### src/vpr_pkg.sv
// ----------------------------------------------------------------------------
// vpr_pkg: shared types and constants for the velocity profile ramp
// Step codes from controller to datapath, status back, fixed-point constants.
// ----------------------------------------------------------------------------
package vpr_pkg;

  // step time limit, 0.1 s in unsigned Q0.24
  localparam logic [20:0] DT_LIMIT = 21'd1677722;
  // 0.001 in Q16.16
  localparam logic signed [33:0] SMALL_Q16 = 34'sd66;
  // pi in Q30
  localparam logic [31:0] PI_Q30 = 32'd3373259426;
  localparam logic [63:0] PI_Q30_W = 64'd3373259426;
  localparam logic [63:0] ONE_Q30_W = 64'd1073741824;
  localparam logic [47:0] LEN_MAX = '1;

  // register indexes
  localparam logic [2:0] CFG_MODE   = 3'd0;
  localparam logic [2:0] CFG_ACCEL  = 3'd1;
  localparam logic [2:0] CFG_JERK   = 3'd2;
  localparam logic [2:0] CFG_SPEED  = 3'd3;
  localparam logic [2:0] CFG_PERIOD = 3'd4;

  // profile codes; the spare code runs as a trapezoid
  localparam logic [1:0] MODE_TRAP     = 2'd0;
  localparam logic [1:0] MODE_COSINE   = 2'd1;
  localparam logic [1:0] MODE_SCURVE   = 2'd2;
  localparam logic [1:0] MODE_TRAP_ALT = 2'd3;

  typedef enum logic [4:0] {
    ST_NONE, ST_LATCH, ST_DT_MUL, ST_DT_SAT, ST_T_MUL, ST_TRAP,
    ST_J_MUL, ST_J_ACC, ST_D_MUL, ST_S_NV, ST_C_CHK, ST_L_MUL,
    ST_L_DIV, ST_L_SET, ST_C_ADV, ST_C_CMP, ST_P_DIV, ST_C_INT,
    ST_C_W, ST_C_MAG, ST_C_NV, ST_LIMIT
  } step_t;

  typedef struct packed {
    step_t step;
    logic  out_load;
  } cmd_t;

  typedef struct packed {
    logic       dt_zero;
    logic [1:0] mode;
    logic       jerk_zero;
    logic       accel_zero;
    logic       restart;
    logic       dv_small;
    logic       len_zero;
    logic       el_done;
    logic       div_done;
  } stat_t;

endpackage

### src/vpr_ctrl.sv
// ----------------------------------------------------------------------------
// vpr_ctrl: sequencer for one ramp update
// Walks the datapath through the steps of the selected profile.
// ----------------------------------------------------------------------------
module vpr_ctrl
  import vpr_pkg::*;
(
  input  logic  clk,
  input  logic  rst,
  input  logic  s_tvalid,
  output logic  s_tready,
  output logic  m_tvalid,
  input  logic  m_tready,
  input  stat_t stat,
  output cmd_t  cmd
);

  typedef enum logic [4:0] {
    S_IDLE, S_DT_MUL, S_DT_SAT, S_T_MUL, S_TRAP, S_J_MUL, S_J_ACC,
    S_D_MUL, S_S_NV, S_C_CHK, S_L_MUL, S_L_DIV, S_L_WAIT, S_L_SET,
    S_C_ADV, S_C_CMP, S_P_DIV, S_P_WAIT, S_C_INT, S_C_W, S_C_MAG,
    S_C_NV, S_LIMIT, S_OUT
  } state_t;

  state_t state;
  logic   out_free;

  assign s_tready = (state == S_IDLE);
  assign out_free = !m_tvalid || m_tready;

  always_comb begin
    cmd.out_load = 1'b0;
    unique case (state)
      S_IDLE:   cmd.step = s_tvalid ? ST_LATCH : ST_NONE;
      S_DT_MUL: cmd.step = ST_DT_MUL;
      S_DT_SAT: cmd.step = ST_DT_SAT;
      S_T_MUL:  cmd.step = ST_T_MUL;
      S_TRAP:   cmd.step = ST_TRAP;
      S_J_MUL:  cmd.step = ST_J_MUL;
      S_J_ACC:  cmd.step = ST_J_ACC;
      S_D_MUL:  cmd.step = ST_D_MUL;
      S_S_NV:   cmd.step = ST_S_NV;
      S_C_CHK:  cmd.step = ST_C_CHK;
      S_L_MUL:  cmd.step = ST_L_MUL;
      S_L_DIV:  cmd.step = ST_L_DIV;
      S_L_SET:  cmd.step = ST_L_SET;
      S_C_ADV:  cmd.step = ST_C_ADV;
      S_C_CMP:  cmd.step = ST_C_CMP;
      S_P_DIV:  cmd.step = ST_P_DIV;
      S_C_INT:  cmd.step = ST_C_INT;
      S_C_W:    cmd.step = ST_C_W;
      S_C_MAG:  cmd.step = ST_C_MAG;
      S_C_NV:   cmd.step = ST_C_NV;
      S_LIMIT:  cmd.step = ST_LIMIT;
      S_OUT: begin
        cmd.step     = ST_NONE;
        cmd.out_load = out_free;
      end
      default:  cmd.step = ST_NONE;
    endcase
  end

  always_ff @(posedge clk) begin
    if (rst) begin
      state    <= S_IDLE;
      m_tvalid <= 1'b0;
    end else begin
      if (cmd.out_load) m_tvalid <= 1'b1;
      else if (m_tready) m_tvalid <= 1'b0;
      unique case (state)
        S_IDLE:   if (s_tvalid) state <= S_DT_MUL;
        S_DT_MUL: state <= S_DT_SAT;
        S_DT_SAT: begin
          if (stat.dt_zero) state <= S_OUT;
          else if (stat.mode == MODE_COSINE) state <= S_C_CHK;
          else if (stat.mode == MODE_SCURVE && !stat.jerk_zero) state <= S_J_MUL;
          else state <= S_T_MUL;
        end
        S_T_MUL:  state <= S_TRAP;
        S_TRAP:   state <= S_LIMIT;
        S_J_MUL:  state <= S_J_ACC;
        S_J_ACC:  state <= S_D_MUL;
        S_D_MUL:  state <= S_S_NV;
        S_S_NV:   state <= S_LIMIT;
        S_C_CHK: begin
          if (stat.restart && !stat.dv_small && !stat.accel_zero) state <= S_L_MUL;
          else state <= S_C_ADV;
        end
        S_L_MUL:  state <= S_L_DIV;
        S_L_DIV:  state <= S_L_WAIT;
        S_L_WAIT: if (stat.div_done) state <= S_L_SET;
        S_L_SET:  state <= S_C_ADV;
        S_C_ADV:  state <= stat.len_zero ? S_LIMIT : S_C_CMP;
        S_C_CMP:  state <= stat.el_done ? S_LIMIT : S_P_DIV;
        S_P_DIV:  state <= S_P_WAIT;
        S_P_WAIT: if (stat.div_done) state <= S_C_INT;
        S_C_INT:  state <= S_C_W;
        S_C_W:    state <= S_C_MAG;
        S_C_MAG:  state <= S_C_NV;
        S_C_NV:   state <= S_LIMIT;
        S_LIMIT:  state <= S_OUT;
        S_OUT:    if (out_free) state <= S_IDLE;
        default:  state <= S_IDLE;
      endcase
    end
  end

endmodule

### config.mk
export PLATFORM = sky130hd
export DESIGN_NAME = vpr_ctrl
export DESIGN_NICKNAME = d
export VERILOG_FILES = /design/src/vpr_pkg.sv /design/src/vpr_ctrl.sv
export SDC_FILE = /design/constraint.sdc
export NUM_CORES = 1
export LEC_CHECK = 0
export ABC_AREA = 1
export BUFFER_PORTS_ARGS = -buffer_cell sky130_fd_sc_hd__buf_2
export CAP_MARGIN = 20
export CORE_UTILIZATION = 45
export DETAILED_ROUTE_END_ITERATION = 8
export PLACE_DENSITY_LB_ADDON = 0.25
export REMOVE_ABC_BUFFERS = 1
export SYNTH_ARGS = -nofsm -noshare
export SYNTH_HDL_FRONTEND = slang
export SYNTH_SLANG_ARGS = --single-unit
### constraint.sdc
create_clock -name clk -period 1.25 [get_ports clk]
set_input_delay 0.0625 -clock clk [delete_from_list [all_inputs] [get_ports clk]]
set_output_delay 0.0625 -clock clk [all_outputs]
set_load 0.01 [all_outputs]
==> results.json, run 1 <==
{
  "filler_cell_count": 63,
  "vias": 1351,
  "ctsHtreeMaxLevel": 1,
  "synth.cell_area_sq_um": 765.7,
  "synth-seq-area-share_pct": 15.69,
  "gpl.final_weighted_congestion": 0.9850,
  "remaining_drc_errors": 0,
  "layout_area_growth_over_synthesis_pct": 82.84,
  "cts.sinks": 6,
  "power_density_nw_per_um2": 1978,
  "critPathCaptureType": "output pin",
  "hp-class": "input pin to flop",
  "cts_tree": "done",
  "router_iterations_before_antenna_repair": 7,
  "gr-total-overflow": 0,
  "grt_antenna_before_repair": 0,
  "period_utilisation_layout_pct": 129.8,
  "yosysWarnings": 0,
  "grt_first_pass_wirelength_microns": 5816,
  "maxSlewViolCount": 0,
  "finish.utilization_pct": 90.83,
  "ioPinCount": 22,
  "yosys.cell_types.count": 22,
  "grt_util_all_layers_pct": 43.02,
  "number_of_drc_markers_in_iteration_0": 120,
  "num_antenna_cells": 0,
  "smallest_setup_slack_after_layout_ns": -0.3726,
  "hold_path_depth": 2,
  "regToRegStartpoint": "state[3]$_SDFFE_PP0P_",
  "placedInstanceArea_sq_um": 1036,
  "timing.critical_path.from": "state[2]$_SDFFE_PP0P_",
  "die_width_microns": 43.25,
  "clkSlewWorstSetupHoldPaths_ns": 0.06,
  "first_global_vias": 1251,
  "timing.critical_path.arrival_ns": 1.56,
  "commonest_non_fill_non_tap_cells_in_the_layout": "30 x sky130_fd_sc_hd__buf_4, 21 x sky130_fd_sc_hd__nand2_1, 20 x sky130_fd_sc_hd__buf_2",
  "num-nets-final": 217,
  "post-dp-hpwl_microns": 2025,
  "r2r_setup_slack_ns": -0.34,
  "worst_case_hold_path_end_point": "state[0]$_SDFFE_PP0P_",
  "worst_ep_required_time_ns": 1.19,
  "result_of_the_run": "finished with violations",
  "final_antenna_net_count": 0,
  "slew-limit-headroom_pct": 75.95,
  "criticalPathCategory": "flop to output pin",
  "critPathMaxStageDelay_ns": 0.39,
  "synthesis.instances": 143,
  "syn_area_per_cell_sq_um": 5.355,
  "critical_path.startpoint_type": "flop",
  "reg2reg_depth": 9,
  "synthDominantAreaCellType": "sky130_fd_sc_hd__nand2_1",
  "initial_core_util_pct": 49.68,
  "cts_inserted_buffers": 3,
  "portBuffers": 21,
  "routed_via_density": 6.226,
  "power.ir.vdd_worst_uv": 1211,
  "mostFrequentLayoutCell": "sky130_fd_sc_hd__buf_4",
  "clock_latency_ns": 0.28,
  "skew_ns": 0.01879,
  "die_area_sq_um": 1871,
  "hold_slack_ns": 0.01342,
  "floorplan_core_area_sq_um": 1541,
  "hold_sp": "rst",
  "wirelength_microns": 4128,
  "timing.final.hold_violations": 0,
  "cts-hold-fix-buffers": 0,
  "floorplan.rows": 14,
  "cp_cell_sequence": "nor2_4 -> nand2_2 -> nor2_2 -> nand2_1 -> nand2_2 -> a21oi_1 -> nand4_1 -> buf_2",
  "cpMaxStageDelayCell": "sky130_fd_sc_hd__dfxtp_4",
  "post_route_cells_drive_above_1_share_pct": 61.69,
  "root_buffer": "sky130_fd_sc_hd__clkbuf_4",
  "post-route-cell-area_sq_um": 1400,
  "ctsLongestPathBuffers": 2,
  "setup_total_negative_slack_ns": -3.384,
  "critical_path.max_fanout": 7,
  "routedWlPerCell_microns": 19.02,
  "synth_seq_cells": 6,
  "final_period_minus_worst_setup_slack_ns": 1.623,
  "synth.top_cells.by_area": "sky130_fd_sc_hd__nand2_1 19%, sky130_fd_sc_hd__dfxtp_1 16%, sky130_fd_sc_hd__nor2_1 12%, sky130_fd_sc_hd__nand3_1 11%, sky130_fd_sc_hd__inv_1 8.3%",
  "multi_input_area_sq_um": 715.7,
  "power.leakage_nw": 0.7757,
  "r2r_end": "state[1]$_SDFFE_PP0P_",
  "worstMarginPinSlew_ns": 0.3595,
  "seq_area_sq_um": 138.9,
  "failing_checks": "negative setup slack",
  "fmax_mhz": 616.3,
  "grt_setup_unrepaired": "true",
  "synth.top_cell.area_share_pct": 19.12,
  "maxCapViolations": 0,
  "worst_path_most_repeated_cell": "sky130_fd_sc_hd__nand2_2",
  "dieHeight_microns": 43.25,
  "post-layout-total-power_mw": 2.769,
  "timing.final.setup_violations": 12,
  "grt_max_degree": 8
}
==> worst max-delay path, delay by kind of cell, from the launching register on <==
family                 cells  cell delay, ns
AOI/OAI and AO/OA          1            0.04
buffers and inverters      1            0.15
DFF                        1            0.39
and+or+nand+nor            6            0.69
==> layer usage <==
| metal | global-route usage, % | routed length [microns] |
|---|---|---|
| met3 | 8.511 | 465 |
| met5 | 0 | 0 |
| met2 | 74.93 | 1982 |
| met4 | 23.64 | 247 |
| met1 | 47.94 | 1433 |
==> registers in the layout, summed over array words and instances, names as in the netlist <==
| name | cells |
|---|---|
| state | 5 |
| m_tvalid | 1 |
==> cells by family (layout without fill, tap and decap cells) <==
kind of cell           after synthesis  in the layout  share of synthesized area, %
AOI/OAI and AO/OA                   14             14                         9.640
DFF                                  6              6                         15.69
buffers and inverters               22             80                         13.07
and+or+nand+nor                    101            101                         61.60
==> timing repair <==
item / in CTS / in global routing
endpoints found under the hold margin: 0 / 0
setup endpoints to repair: 12 / 13
setup buffers: 17 / 0
resized for setup: 50 / 28
cloned: 0 / 0
pin swaps: 16 / 17
==> cell usage after synthesis (all sizes together) <==
| library cell | count |
|---|---|
| nand3b | 2 |
| dfxtp | 6 |
| buf | 1 |
| nand2 | 41 |
| inv | 20 |
| clkbuf | 1 |
| a21oi | 9 |
| nor3 | 3 |
| a31oi | 1 |
| o21a | 1 |
| o21ai | 3 |
| and2 | 1 |
| nor2 | 31 |
| nand3 | 19 |
| nand4 | 3 |
| and3 | 1 |
==> power breakdown <==
part           internal [mW]  total (mW)  leakage, nW  switching, mW
clock network          0.111       0.218       0.0138          0.107
registers              0.274       0.423       0.0525          0.149
logic                  0.931        2.13        0.709           1.20
==> per-stage QoR <==
step | std cells | setup slack, ns
final | 217 | -0.3726
after global routing | 217 | -0.4510
after CTS | 217 | -0.2504
after detailed placement | 199 | -0.2353
after global placement | 199 | -0.1880
after floorplan | 141 | -0.06756
==> final cells by class <==
cell class / instances / share of cell area, %
Tap cell: 16 / 1.430
Inverter: 20 / 6.434
Timing Repair Buffer: 57 / 29.49
Multi-Input combinational cell: 115 / 51.12
Sequential cell: 6 / 9.920
Clock buffer: 3 / 1.609
==> how the worst max path moves through the flow <==
stage | end | slack, ns | cells after the start
after global routing | state[2]$_SDFFE_PP0P_ | -0.45 | 12
after detailed placement | state[0]$_SDFFE_PP0P_ | -0.24 | 9
final | cmd[1] | -0.37 | 8
after CTS | cmd[1] | -0.25 | 8
after global placement | state[0]$_SDFFE_PP0P_ | -0.19 | 9
after floorplan | state[2]$_SDFFE_PP0P_ | -0.07 | 9
(Power assumes the default switching activity.)
==> run 2: changes to the inputs <==
ABC_AREA = 0   (was 1)
==> run 2 against run 1 <==
Effect of this change:
- the flow still finishes with violations (negative setup slack)
- sequential share of layout area increased by 0.62 points
- routed wire length decreased by 21%
- hold slack improved by 0.067 ns
- sequential power increased by 3%
- maximum frequency decreased by 1.8%
- core utilization decreased by 4.4 points
- critical endpoint is now cmd[2]
==> results.json, run 2 <==
{
  "result_of_the_run": "finished with violations",
  "failing_checks": "negative setup slack",
  "die_area_sq_um": 1821,
  "criticalPathCategory": "flop to output pin",
  "ys_top_cells_by_count": "14 x sky130_fd_sc_hd__a21oi_1, 10 x sky130_fd_sc_hd__o21ai_0, 8 x sky130_fd_sc_hd__nand2_1, 8 x sky130_fd_sc_hd__nor2_1",
  "worst_ep_required_time_ns": 1.19,
  "power_density_nw_per_um2": 2378,
  "multi_input_area_sq_um": 690.7,
  "count_of_flip_flops_with_a_built_in_enable_after_synthesis": 0,
  "yosysWarnings": 0,
  "ioPinCount": 22,
  "commonest_non_fill_non_tap_cells_in_the_layout": "25 x sky130_fd_sc_hd__buf_4, 21 x sky130_fd_sc_hd__buf_2, 12 x sky130_fd_sc_hd__a21oi_1",
  "slew-limit-headroom_pct": 72.44,
  "power.leakage_nw": 0.5764,
  "top_register": "state",
  "yosys.cell_types.count": 42,
  "finish.utilization_pct": 86.45,
  "placedInstanceArea_sq_um": 1001,
  "first_global_vias": 1067,
  "largest_reg_flops": 5,
  "die_width_microns": 42.68,
  "post-dp-hpwl_microns": 1821,
  "routedWlPerCell_microns": 18.31,
  "timing.final.setup_violations": 12,
  "maxSlewViolCount": 0,
  "post-layout-total-power_mw": 3.133,
  "post_route_cells_drive_above_1_share_pct": 56.52,
  "clock_latency_ns": 0.24,
  "clkSlewWorstSetupHoldPaths_ns": 0.05,
  "final_period_minus_worst_setup_slack_ns": 1.652,
  "mostFrequentLayoutCell": "sky130_fd_sc_hd__buf_4",
  "yosysMostFrequentCell": "sky130_fd_sc_hd__a21oi_1",
  "grt_antenna_before_repair": 0,
  "initial_core_util_pct": 48.85,
  "maxCapViolations": 0,
  "ctsLongestPathBuffers": 2,
  "synth-seq-area-share_pct": 16.13,
  "ys.flop_type": "sky130_fd_sc_hd__dfxtp_1",
  "timing.final.hold_violations": 0,
  "gpl.final_weighted_congestion": 0.8886,
  "critical_path.max_fanout": 8,
  "timing.critical_path.arrival_ns": 1.59,
  "ctsHtreeMaxLevel": 1,
  "filler_cell_count": 86,
  "floorplan.rows": 14,
  "pwr-share-seq_pct": 13.9,
  "hold_slack_ns": 0.08055,
  "portBuffers": 21,
  "gr-total-overflow": 0,
  "fraction_of_power_spent_switching_nets_pct": 44.71,
  "synth_seq_cells": 6,
  "power.net_switching_mw": 1.401,
  "cpMaxStageDelayCell": "sky130_fd_sc_hd__dfxtp_4",
  "seq_area_sq_um": 138.9,
  "grt_max_degree": 17,
  "floorplan_core_area_sq_um": 1524,
  "power_report.internal_total_mw": 1.732,
  "synth.cell_area_sq_um": 744.5,
  "num-nets-final": 177,
  "cts_inserted_buffers": 3,
  "critical_path.startpoint_type": "flop",
  "syn_area_per_cell_sq_um": 6.647,
  "synthesis.instances": 112,
  "worstMarginPinSlew_ns": 0.4134,
  "critPathMaxStageDelay_ns": 0.39,
  "smallest_setup_slack_after_layout_ns": -0.4023,
  "grt_first_pass_wirelength_microns": 4767,
  "synth.top_cells.by_area": "sky130_fd_sc_hd__dfxtp_1 16%, sky130_fd_sc_hd__a21oi_1 9.4%, sky130_fd_sc_hd__o21ai_0 6.7%, sky130_fd_sc_hd__nor2b_1 4.2%, sky130_fd_sc_hd__nor3_1 4.0%",
  "grt_util_all_layers_pct": 34.15,
  "cp_cell_sequence": "buf_6 -> nand2b_4 -> o31a_1 -> o211ai_1 -> buf_2",
  "hp-class": "input pin to flop",
  "power_frac_clock_pct": 5.8,
  "power.ir.vdd_worst_uv": 1533,
  "root_buffer": "sky130_fd_sc_hd__clkbuf_4",
  "reg_top3": "state (5), m_tvalid (1)",
  "vias": 1170,
  "synth.top_cell.area_share_pct": 16.13,
  "cts_tree": "done",
  "fmax_mhz": 605.2,
  "remaining_drc_errors": 0,
  "synth-async-reset-ratio_pct": 0,
  "synthDominantAreaCellType": "sky130_fd_sc_hd__dfxtp_1",
  "router_iterations_before_antenna_repair": 4,
  "final_antenna_net_count": 0,
  "dieHeight_microns": 42.68,
  "power.share.combinational_pct": 80.3,
  "layout_area_growth_over_synthesis_pct": 76.97,
  "routed_via_density": 6.610,
  "wirelength_microns": 3241,
  "cts.sinks": 6,
  "critPathCaptureType": "output pin",
  "period_utilisation_layout_pct": 132.2,
  "num_antenna_cells": 0,
  "skew_ns": 0.003786,
  "grt_setup_unrepaired": "true",
  "post-route-cell-area_sq_um": 1318,
  "number_of_drc_markers_in_iteration_0": 58
}
[run 2: critical path: cells and delay by family, from the launching register on]
family | cells | cell delay [ns]
and+or+nand+nor | 1 | 0.14
AOI/OAI and AO/OA | 2 | 0.50
DFF | 1 | 0.39
buffers and inverters | 2 | 0.32
[run 2: final timing paths]
kind                          from                     to  slack [ns]  depth (start not counted)
min                            rst  state[4]$_SDFFE_PP0P_        0.08                          2
min reg2reg  state[4]$_SDFFE_PP0P_  state[0]$_SDFFE_PP0P_        0.74                          3
max          state[1]$_SDFFE_PP0P_                 cmd[2]       -0.40                          5
max reg2reg  state[3]$_SDFFE_PP0P_  state[1]$_SDFFE_PP0P_       -0.23                          5
[run 2: area by class of cell]
type,count,share of cell area (%)
clock buffers,3,1.709
inverters,3,0.8547
multi-input cells,92,52.42
flip-flops and latches,6,10.54
well taps,16,1.519
repair buffers,57,32.95
[run 2: what timing repair did]
action,CTS,global route
gates resized for setup,38,21
hold buffers,0,0
hold endpoints to repair,0,0
buffers inserted,4,8
setup endpoints to repair,12,12
pin swaps,9,7
[run 2: power by group through the flow]
stage	Combinational [mW]	Sequential, mW	Clock, mW
detailed placement	1.69	0.359	0
CTS	2.08	0.408	0.179
global route	2.65	0.435	0.195
global placement	1.65	0.353	0
floorplan	0.852	0.464	0
finish	2.52	0.436	0.180
[run 2: cells by family (layout without fill, tap and decap cells)]
kind of cell | count (synthesis) | after routing | synth area share (%)
flops | 6 | 6 | 16.14
compound gates | 43 | 43 | 37.31
simple gates | 47 | 47 | 35.13
xor+xnor | 2 | 2 | 2.353
buf+inv | 14 | 63 | 9.074
[run 2: per-layer routing]
layer  track usage [%]  up-vias  routed length [microns]
met5                 0        -                        0
met4             13.75        0                      165
met3             6.809       21                      258
met2             58.48       93                     1627
met1             41.21      535                     1190
li1                  -      521                        -
[run 2: through the flow]
| step | setup slack (ns) | cells | TNS, ns |
|---|---|---|---|
| floorplan | -0.4635 | 101 | -2.606 |
| global placement | -0.1976 | 163 | -1.119 |
| detailed placement | -0.2727 | 163 | -1.570 |
| CTS | -0.2406 | 170 | -1.968 |
| global route | -0.3881 | 177 | -2.973 |
| finish | -0.4023 | 177 | -2.444 |
==> run 3: changes to the inputs <==
PLACE_DENSITY = 0.82   (was not set)
PLACE_DENSITY_LB_ADDON = not set   (was 0.25)
==> run 3 against run 2 <==
Effect of this change:
- the run still ends with negative setup slack left
- critical endpoint unchanged
- non-clock buffer count rose by 4
- sequential power shrank 3%
- core utilization increased by 3.3 points
- maximum frequency grew 2.4%
- die area unchanged
==> results.json, run 3 (same netlist as run 2, synthesis figures left out) <==
{
  "reg_top3": "state (5), m_tvalid (1)",
  "grt_first_pass_wirelength_microns": 4747,
  "critPathCaptureType": "output pin",
  "maxSlewViolCount": 0,
  "cpMaxStageDelayCell": "sky130_fd_sc_hd__dfxtp_4",
  "dieHeight_microns": 42.68,
  "commonest_non_fill_non_tap_cells_in_the_layout": "31 x sky130_fd_sc_hd__buf_4, 21 x sky130_fd_sc_hd__buf_2, 12 x sky130_fd_sc_hd__a21oi_1",
  "worstMarginPinSlew_ns": 0.3536,
  "power.leakage_nw": 0.5853,
  "top_register": "state",
  "power.net_switching_mw": 1.519,
  "hp-class": "input pin to flop",
  "slew-limit-headroom_pct": 76.09,
  "largest_reg_flops": 5,
  "failing_checks": "negative setup slack",
  "pwr-share-seq_pct": 12.8,
  "criticalPathCategory": "flop to output pin",
  "ctsLongestPathBuffers": 2,
  "critical_path.max_fanout": 5,
  "hold_path_depth": 2,
  "portBuffers": 21,
  "routedWlPerCell_microns": 21.28,
  "grt_setup_unrepaired": "true",
  "wirelength_microns": 3851,
  "result_of_the_run": "finished with violations",
  "post-dp-hpwl_microns": 1808,
  "timing.final.hold_violations": 0,
  "cp_cell_sequence": "buf_6 -> buf_4 -> nor2_4 -> a21oi_2 -> nor2_1 -> o21ai_1 -> o211ai_1 -> buf_2",
  "ioPinCount": 22,
  "critPathMaxStageDelay_ns": 0.36,
  "root_buffer": "sky130_fd_sc_hd__clkbuf_4",
  "power.share.combinational_pct": 81.4,
  "num-nets-final": 181,
  "reg2reg_depth": 5,
  "r2r_setup_slack_ns": -0.30,
  "cts_inserted_buffers": 3,
  "initial_core_util_pct": 48.85,
  "power_frac_clock_pct": 5.8,
  "cts.sinks": 6,
  "routed_via_density": 6.818,
  "first_global_vias": 996,
  "number_of_drc_markers_in_iteration_0": 105,
  "instances_no_fill": 181,
  "grt_util_all_layers_pct": 34.42,
  "timing.final.setup_violations": 12,
  "finish.utilization_pct": 89.74,
  "hold_sp": "rst",
  "layout_area_growth_over_synthesis_pct": 83.70,
  "placedInstanceArea_sq_um": 1031,
  "fmax_mhz": 619.6,
  "dp_cells": 167,
  "skew_ns": 0.008324,
  "cts-hold-fix-buffers": 0,
  "final_antenna_net_count": 0,
  "ctsHtreeMaxLevel": 1,
  "gpl.final_weighted_congestion": 0.9060,
  "worst_case_hold_path_end_point": "state[0]$_SDFFE_PP0P_",
  "remaining_drc_errors": 0,
  "vias": 1234,
  "power_report.internal_total_mw": 1.777,
  "gr-total-overflow": 0,
  "post_route_cells_drive_above_1_share_pct": 61.21,
  "clock_latency_ns": 0.26,
  "timing.critical_path.arrival_ns": 1.55,
  "post-route-cell-area_sq_um": 1368,
  "clkSlewWorstSetupHoldPaths_ns": 0.05,
  "smallest_setup_slack_after_layout_ns": -0.3639,
  "final_period_minus_worst_setup_slack_ns": 1.614,
  "mostFrequentLayoutCell": "sky130_fd_sc_hd__buf_4",
  "cts_tree": "done",
  "regToRegStartpoint": "state[0]$_SDFFE_PP0P_",
  "post-layout-total-power_mw": 3.296,
  "period_utilisation_layout_pct": 129.1,
  "die_width_microns": 42.68,
  "power_density_nw_per_um2": 2410,
  "worst_ep_required_time_ns": 1.19,
  "num_antenna_cells": 0,
  "die_area_sq_um": 1821,
  "r2r_end": "state[1]$_SDFFE_PP0P_",
  "floorplan.rows": 14,
  "fraction_of_power_spent_switching_nets_pct": 46.10,
  "floorplan_core_area_sq_um": 1524,
  "grt_antenna_before_repair": 0,
  "power.ir.vdd_worst_uv": 1639,
  "critical_path.startpoint_type": "flop",
  "maxCapViolations": 0,
  "grt_max_degree": 17,
  "router_iterations_before_antenna_repair": 5
}
[run 3: worst max-delay path by stage]
stage	from	end	slack, ns	cells past startpoint
after floorplan	state[0]$_SDFFE_PP0P_	state[0]$_SDFFE_PP0P_	-0.46	5
after global placement	state[4]$_SDFFE_PP0P_	state[1]$_SDFFE_PP0P_	-0.17	5
after detailed placement	state[4]$_SDFFE_PP0P_	state[1]$_SDFFE_PP0P_	-0.24	6
after CTS	state[1]$_SDFFE_PP0P_	cmd[2]	-0.23	5
after global routing	state[0]$_SDFFE_PP0P_	cmd[3]	-0.39	6
final	state[1]$_SDFFE_PP0P_	cmd[2]	-0.36	8
[run 3: worst max-delay path: cells and delay by family, from the launching register on]
kind	cells	cell delay [ns]
compound gates	3	0.24
buf+inv	3	0.43
flops	1	0.36
simple gates	2	0.25
[run 3: area by class of cell]
type / instances / area [sq um]
well taps: 16 / 20.02
repair buffers: 61 / 451.7
flip-flops and latches: 6 / 138.9
multi-input cells: 92 / 719.4
fillers: 80 / 156.4
clock buffers: 3 / 22.52
inverters: 3 / 15.01
[run 3: per-stage QoR]
stage	hold WS, ns	setup TNS [ns]	setup WS, ns
after floorplan	0.1271	-2.606	-0.4635
after global placement	0.3149	-1.128	-0.1749
after detailed placement	0.3142	-1.459	-0.2404
after CTS	0.04974	-2.096	-0.2317
after global routing	0.05839	-3.475	-0.3892
final	0.05236	-3.093	-0.3639
[run 3: what timing repair did]
item	CTS	global route
buffers inserted	6	6
pin swaps	9	14
resized for setup	33	27
gates cloned	0	0
setup endpoints to repair	12	12
[run 3: power by group through the flow]
| stage | Sequential (mW) | Clock, mW | Combinational (mW) |
|---|---|---|---|
| finish | 0.423 | 0.192 | 2.68 |
| global route | 0.423 | 0.204 | 2.78 |
| CTS | 0.380 | 0.188 | 2.07 |
| detailed placement | 0.349 | 0 | 1.73 |
| global placement | 0.343 | 0 | 1.67 |
| floorplan | 0.464 | 0 | 0.852 |
[run 3: metal layers]
metal,GRT usage [%],wire [microns]
met1,43.83,1346
met2,58.18,1789
met3,8.511,404
met4,7.500,310
met5,0,0
